## config.mk

```make
export PLATFORM = sky130hd
export DESIGN_NAME = cau_queue
export DESIGN_NICKNAME = d
export VERILOG_FILES = /design/src/rtl/cau_pkg.sv /design/src/rtl/cau_queue.sv
export SDC_FILE = /design/constraint.sdc
export NUM_CORES = 1
export LEC_CHECK = 0
export ABC_CLOCK_PERIOD_IN_PS = 13220
export BUFFER_PORTS_ARGS = -buffer_cell sky130_fd_sc_hd__clkbuf_2
export CAP_MARGIN = 10
export CORE_ASPECT_RATIO = 0.5
export CORE_UTILIZATION = 40
export DETAILED_ROUTE_END_ITERATION = 8
export GPL_ROUTABILITY_DRIVEN = 0
export GPL_TIMING_DRIVEN = 0
export REMOVE_ABC_BUFFERS = 1
export SETUP_SLACK_MARGIN = 0.4
export SYNTH_ARGS = -nofsm -noshare
export SYNTH_HDL_FRONTEND = slang
export SYNTH_SLANG_ARGS = --single-unit
export TNS_END_PERCENT = 5
```

## constraint.sdc

```tcl
create_clock -name clk -period 13.22 [get_ports clk]
set_clock_uncertainty 0.05 [all_clocks]
set_input_delay 1.322 -clock clk [delete_from_list [all_inputs] [get_ports clk]]
set_output_delay 1.322 -clock clk [all_outputs]
set_load 0.005 [all_outputs]
```

## src/rtl/cau_pkg.sv

```systemverilog
// Shared types, operation and status codes, and the saturation helper
// for the complex arithmetic unit. No dependencies.
package cau_pkg;

  localparam int WORD_W = 32;
  localparam int NSTEP  = 34;  // division check plus 33 quotient bits

  localparam logic [2:0] OP_ADD  = 3'd0;
  localparam logic [2:0] OP_SUB  = 3'd1;
  localparam logic [2:0] OP_MUL  = 3'd2;
  localparam logic [2:0] OP_DIV  = 3'd3;
  localparam logic [2:0] OP_CONJ = 3'd4;
  localparam logic [2:0] OP_MOD  = 3'd5;
  localparam logic [2:0] OP_ARG  = 3'd6;

  localparam logic [1:0] ST_OK  = 2'd0;
  localparam logic [1:0] ST_DZ  = 2'd1;
  localparam logic [1:0] ST_SAT = 2'd2;

  typedef struct packed {
    logic [WORD_W-1:0] v;
    logic              sat;
  } fin_t;

  typedef struct packed {
    logic [2:0]        op;
    logic [WORD_W-1:0] ar;
    logic [WORD_W-1:0] ai;
    logic [WORD_W-1:0] br;
    logic [WORD_W-1:0] bi;
    logic [WORD_W-1:0] sre;
    logic [WORD_W-1:0] sim;
    logic              ssat;
  } item_t;

  // Clamp a sign-magnitude value to the signed word range.
  function automatic fin_t sat_fin(input logic neg, input logic [65:0] m);
    fin_t f;
    f.sat = 1'b0;
    if (!neg) begin
      if (m > 66'h7FFF_FFFF) begin
        f.sat = 1'b1;
        f.v   = 32'h7FFF_FFFF;
      end else begin
        f.v = m[31:0];
      end
    end else begin
      if (m > 66'h8000_0000) begin
        f.sat = 1'b1;
        f.v   = 32'h8000_0000;
      end else begin
        f.v = 32'(-m[31:0]);
      end
    end
    return f;
  endfunction

endpackage

```

## src/rtl/cau_queue.sv

```systemverilog
// Two-entry item queue between the front and back ends.
// Depends on cau_pkg.
module cau_queue (
  input  logic           clk,
  input  logic           rst_n,
  input  logic           push,
  input  cau_pkg::item_t wr_item,
  input  logic           pop,
  output cau_pkg::item_t rd_item,
  output logic           full,
  output logic           empty
);

  cau_pkg::item_t mem [0:1];
  logic       wr_ptr_r, rd_ptr_r;
  logic [1:0] cnt_r, cnt_nxt;

  assign full    = (cnt_r == 2'd2);
  assign empty   = (cnt_r == 2'd0);
  assign rd_item = mem[rd_ptr_r];

  always_comb begin
    cnt_nxt = cnt_r;
    if (push && !(pop && !empty)) cnt_nxt = cnt_r + 2'd1;
    else if (!push && pop && !empty) cnt_nxt = cnt_r - 2'd1;
  end

  always_ff @(posedge clk) begin
    if (!rst_n) begin
      wr_ptr_r <= 1'b0;
      rd_ptr_r <= 1'b0;
      cnt_r    <= 2'd0;
    end else begin
      cnt_r <= cnt_nxt;
      if (push) wr_ptr_r <= !wr_ptr_r;
      if (pop && !empty) rd_ptr_r <= !rd_ptr_r;
    end
  end

  always_ff @(posedge clk) begin
    if (push) mem[wr_ptr_r] <= wr_item;
  end

endmodule

```

### Word level (Yosys, flattened, before mapping)

Memories as Yosys holds them, arrays and structs flattened. A register that Yosys moved wholly into a read port is not among the register bits.
Cells that the tools add are included.

| storage, ports and cells | value |
|---|---|
| register bits | 4 |
| memory bits (writable) | 392 |
| output and inout port bits | 198 |
| word-level logic and storage cells | 24 |
| memories kept | 1 |

| cells by class | value |
|---|---|
| add/sub/neg operators | 2 |
| eq/ne operators | 1 |
| muxes and demuxes | 6 |
| reduce and logical (&&, ||, !) cells | 11 |

Memories:

| name | depth | width | read ports | clocked after Yosys merged registers in | write ports | RTL line | text |
|---|---|---|---|---|---|---|---|
| mem | 2 | 196 | 1 | 1 | 1 | cau_queue.sv:14 | `cau_pkg::item_t mem [0:1];` |

Operators by type and width:

| operator | number |
|---|---|
| logical NOT 1 bit | 5 |
| logical AND 1 bit | 4 |
| two-way mux 1 bit | 4 |
| two-way mux 2 bit | 2 |
| adder 2 x 1 -> 2 bit (second input constant) | 1 |
| == test 2 bit (second input constant) | 1 |
| logical NOT 2 bit | 1 |
| nonzero test 2 bit | 1 |
| subtractor 2 x 1 -> 2 bit (second input constant) | 1 |

### Depth between registers and ports, before layout

| depth | value |
|---|---|
| depth in word-level cells | 6 |
| gate-level depth with buffers | 4 |
| depth with buffers taken out | 3 |

### Worst setup path before layout

OpenSTA, ideal clock, no wires.

| timing path | value |
|---|---|
| path kind | input to register |
| from | input push |
| to | register wr_ptr_r |
| setup time | 98 ps |
| arrival time | 10,496 ps |
| required time | 13,072 ps |
| setup slack | 2,576 ps |
| stages on the path | 2 |
| buffers on the path | 0 |
| path through | nor2b_1 o21a_1 |

RTL lines:

| what | RTL line | text |
|---|---|---|
| start, declared | cau_queue.sv:6 | `input logic push,` |
| end signal, assigned | cau_queue.sv:35 | `if (push) wr_ptr_r <= !wr_ptr_r;` |
| end, declared | cau_queue.sv:15 | `logic wr_ptr_r, rd_ptr_r;` |

==> results.py <==
metrics = {
    "sta": {
        "tightest_slew_ps": 593,
        "drv_slew": 0,
        "rsz0062_at_grt": "false",
        "fmaxAchievable_ghz": 0.251,
        "fin_crit_ps": 3990,
        "hold_viol_final": 0,
        "post-route-period-util_pct": 30.2,
        "setup_viol": 0,
        "max_slew_margin_pct": 60.5,
    },
    "layout": {
        "multi_input_area_um2": 2870,
        "seq_area_um2": 11900,
        "final_cell_mix": "clkbuf_2, edfxtp_1, mux2_4, mux2_2, clkbuf_16",
        "area_delta_synth_final_pct": 27.1,
        "fillCellCount": 3013,
        "final_cells": 1578,
        "layout_commonest_cell": "clkbuf_2",
        "layout.nets": 1264,
        "final_area_um2": 19000,
        "drive_above_1_share_pct": 60.8,
    },
    "setup_path": {
        "worstPathArrival_ps": 2620,
        "r2r-start": "wr_ptr_r",
        "cp-end-kind": "output pin",
        "crit_chain": "buf_16 -> buf_16 -> buf_16 -> mux2_2 -> clkbuf_2",
        "start_kind": "flop",
        "path_common_cell": "buf_16",
        "cp_slowest_cell": "dfxtp_4",
        "path_max_fanout": 48,
        "reg2reg_to": "mem[0][110]",
        "reg2reg_slack_ps": 11080,
        "r2r_cells": 5,
        "crit_required_ps": 11850,
        "critPathKind": "reg2out",
        "cp_slowest_stage_delay_ps": 540,
    },
    "floorplanning": {
        "die_x_um": 275,
        "rows": 49,
        "core_area_um2": 36400,
        "die-area_um2": 38200,
        "io_pins": 398,
        "initial_core_util_pct": 41.1,
        "die_h_um": 139,
    },
    "drt": {
        "drtPass1Iterations": 4,
        "drc": 0,
        "drtIter0Drc": 352,
        "via_count": 7360,
        "routed_wl_mm": 31.7,
        "postRouteAntennaNets": 0,
        "wl_per_cell_um": 20.1,
        "via_per_inst": 4.66,
    },
    "clock_network": {
        "clock_latency_ps": 520,
        "numCtsBuffers": 38,
        "cts_resized": 0,
        "postCtsSetupBuffers": 0,
        "clk_path_buf_depth": 3,
        "cts.sinks": 397,
        "clk_pin_slew_ps": 60,
        "cts_tree": "yes",
        "cts-htree-levels": 2,
        "cts-root-buf": "clkbuf_16",
        "cts_hold_buf": 0,
    },
    "min_path": {
        "hold_path.class": "reg2reg",
        "hp-start": "cnt_r[1]",
        "whs_path_depth": 2,
        "min_to": "cnt_r[1]",
    },
    "synthesis": {
        "ys_ff_latch": 397,
        "ys_warn_count": 0,
        "syn_area_per_cell_um2": 23.5,
        "synth_cells": 635,
        "synthDistinctLibCells": 18,
        "netlist_area_um2": 14900,
        "seq_area_frac_synth_pct": 79.4,
    },
    "power_and_ir_drop": {
        "p_leak_nw": 7.41,
        "peakVddDrop_mv": 0.0954,
        "powerDensity_nw_per_um2": 152,
    },
    "global_route": {
        "first_global_vias": 7865,
        "overflow": 0,
        "grt_pass1_wl_mm": 46.8,
        "grt_max_degree": 64,
        "grt_usage_pct": 16.5,
        "antenna_found_initial": 1,
    },
    "placed_design": {
        "hpwl_mm": 22.3,
        "numPortBuffers": 397,
        "place_area_um2": 17700,
        "placed_cells": 1508,
    },
    "status": {
        "status": "completed",
    },
    "run": {
        "cap_viol_max_count": 0,
    },
}
-- critical path: cells and delay by family, from the launching register on --
kind | cells | cell delay [ps]
multiplexers | 1 | 380
flip-flops | 1 | 540
buffers and inverters | 4 | 1090
-- logic make-up (layout without fill, tap and decap cells) --
kind of cell | Yosys count | in the layout | share of synthesized area (%)
buf+inv | 22 | 480 | 1.45
other cells | 0 | 1 | 0
simple gates | 13 | 13 | 0.511
flops | 397 | 397 | 79.4
compound gates | 5 | 5 | 0.201
mux | 197 | 197 | 18.4
xor+xnor | 1 | 1 | 0.0586
-- state kept, by name (all words and copies together) (netlist names), named ones only --
register	flops
cnt_r	2
wr_ptr_r	1
mem	392
rd_ptr_r	1
-- synth_stat cells --
| library cell | n | area, µm² |
|---|---|---|
| and2_1 | 3 | 18.8 |
| o21a_1 | 1 | 7.51 |
| a21oi_1 | 2 | 10.0 |
| mux2i_1 | 1 | 10.0 |
| edfxtp_1 | 392 | 11800 |
| xnor2_1 | 1 | 8.76 |
| o211ai_1 | 1 | 7.51 |
| nand4b_1 | 1 | 8.76 |
| nand2b_1 | 2 | 12.5 |
| mux2_4 | 140 | 2100 |
| mux2_2 | 56 | 631 |
| dfxtp_1 | 5 | 100 |
| nand2_1 | 1 | 3.75 |
| buf_6 | 17 | 191 |
| nor2_1 | 2 | 7.51 |
| nor2b_1 | 4 | 25.0 |
| o21ai_0 | 1 | 5.00 |
| buf_2 | 5 | 25.0 |
-- per-stage QoR --
step / power [W] / utilization (%) / setup TNS [ps] / hold slack [ps] / setup WS, ps
after floorplan: 0.00169 / - / 0 / 483 / 2580
after global placement: 0.00184 / 47.6 / -502300 / 515 / -2600
after detailed placement: 0.00178 / 48.6 / 0 / 516 / 9740
after CTS: 0.00293 / 52.2 / 0 / 526 / 9140
after global routing: 0.00300 / 52.2 / 0 / 556 / 9060
final: 0.00289 / 52.2 / 0 / 524 / 9230
-- worst max-delay path by stage --
| stage | from | end | slack (ps) | cells past startpoint |
|---|---|---|---|---|
| 3_5_place_dp | flop | rd_item[43] | 9740 | 5 |
| 2_1_floorplan | push | wr_ptr_r | 2580 | 2 |
| 3_3_place_gp | push | wr_ptr_r | -2600 | 3 |
| 5_1_grt | flop | rd_item[43] | 9060 | 5 |
| 4_1_cts | flop | rd_item[43] | 9140 | 5 |
| 6_report | flop | rd_item[43] | 9230 | 5 |
-- where the power goes --
group	internal, W	switching [W]
combinational	0.000152	0.000128
sequential	0.00145	0.0000161
clock	0.000684	0.000456
-- per-layer routing --
layer  share of wire [%]  vias up  track usage, %
li1                    -     3407               -
met1                  36     3750            17.9
met2                  57      141            31.1
met3                 3.2       62            3.12
met4                 3.7        0            6.89
met5                   0        -               0
-- layout make-up --
| type | count | area share, % |
|---|---|---|
| Tap cell | 484 | 3.19 |
| Clock buffer | 50 | 5.58 |
| Sequential cell | 397 | 62.5 |
| Multi-Input combinational cell | 216 | 15.1 |
| Timing Repair Buffer | 411 | 12.3 |
| Antenna cell | 1 | 0.0132 |
| Clock inverter | 19 | 1.29 |
Note: power is estimated with default switching activity, not from simulation.
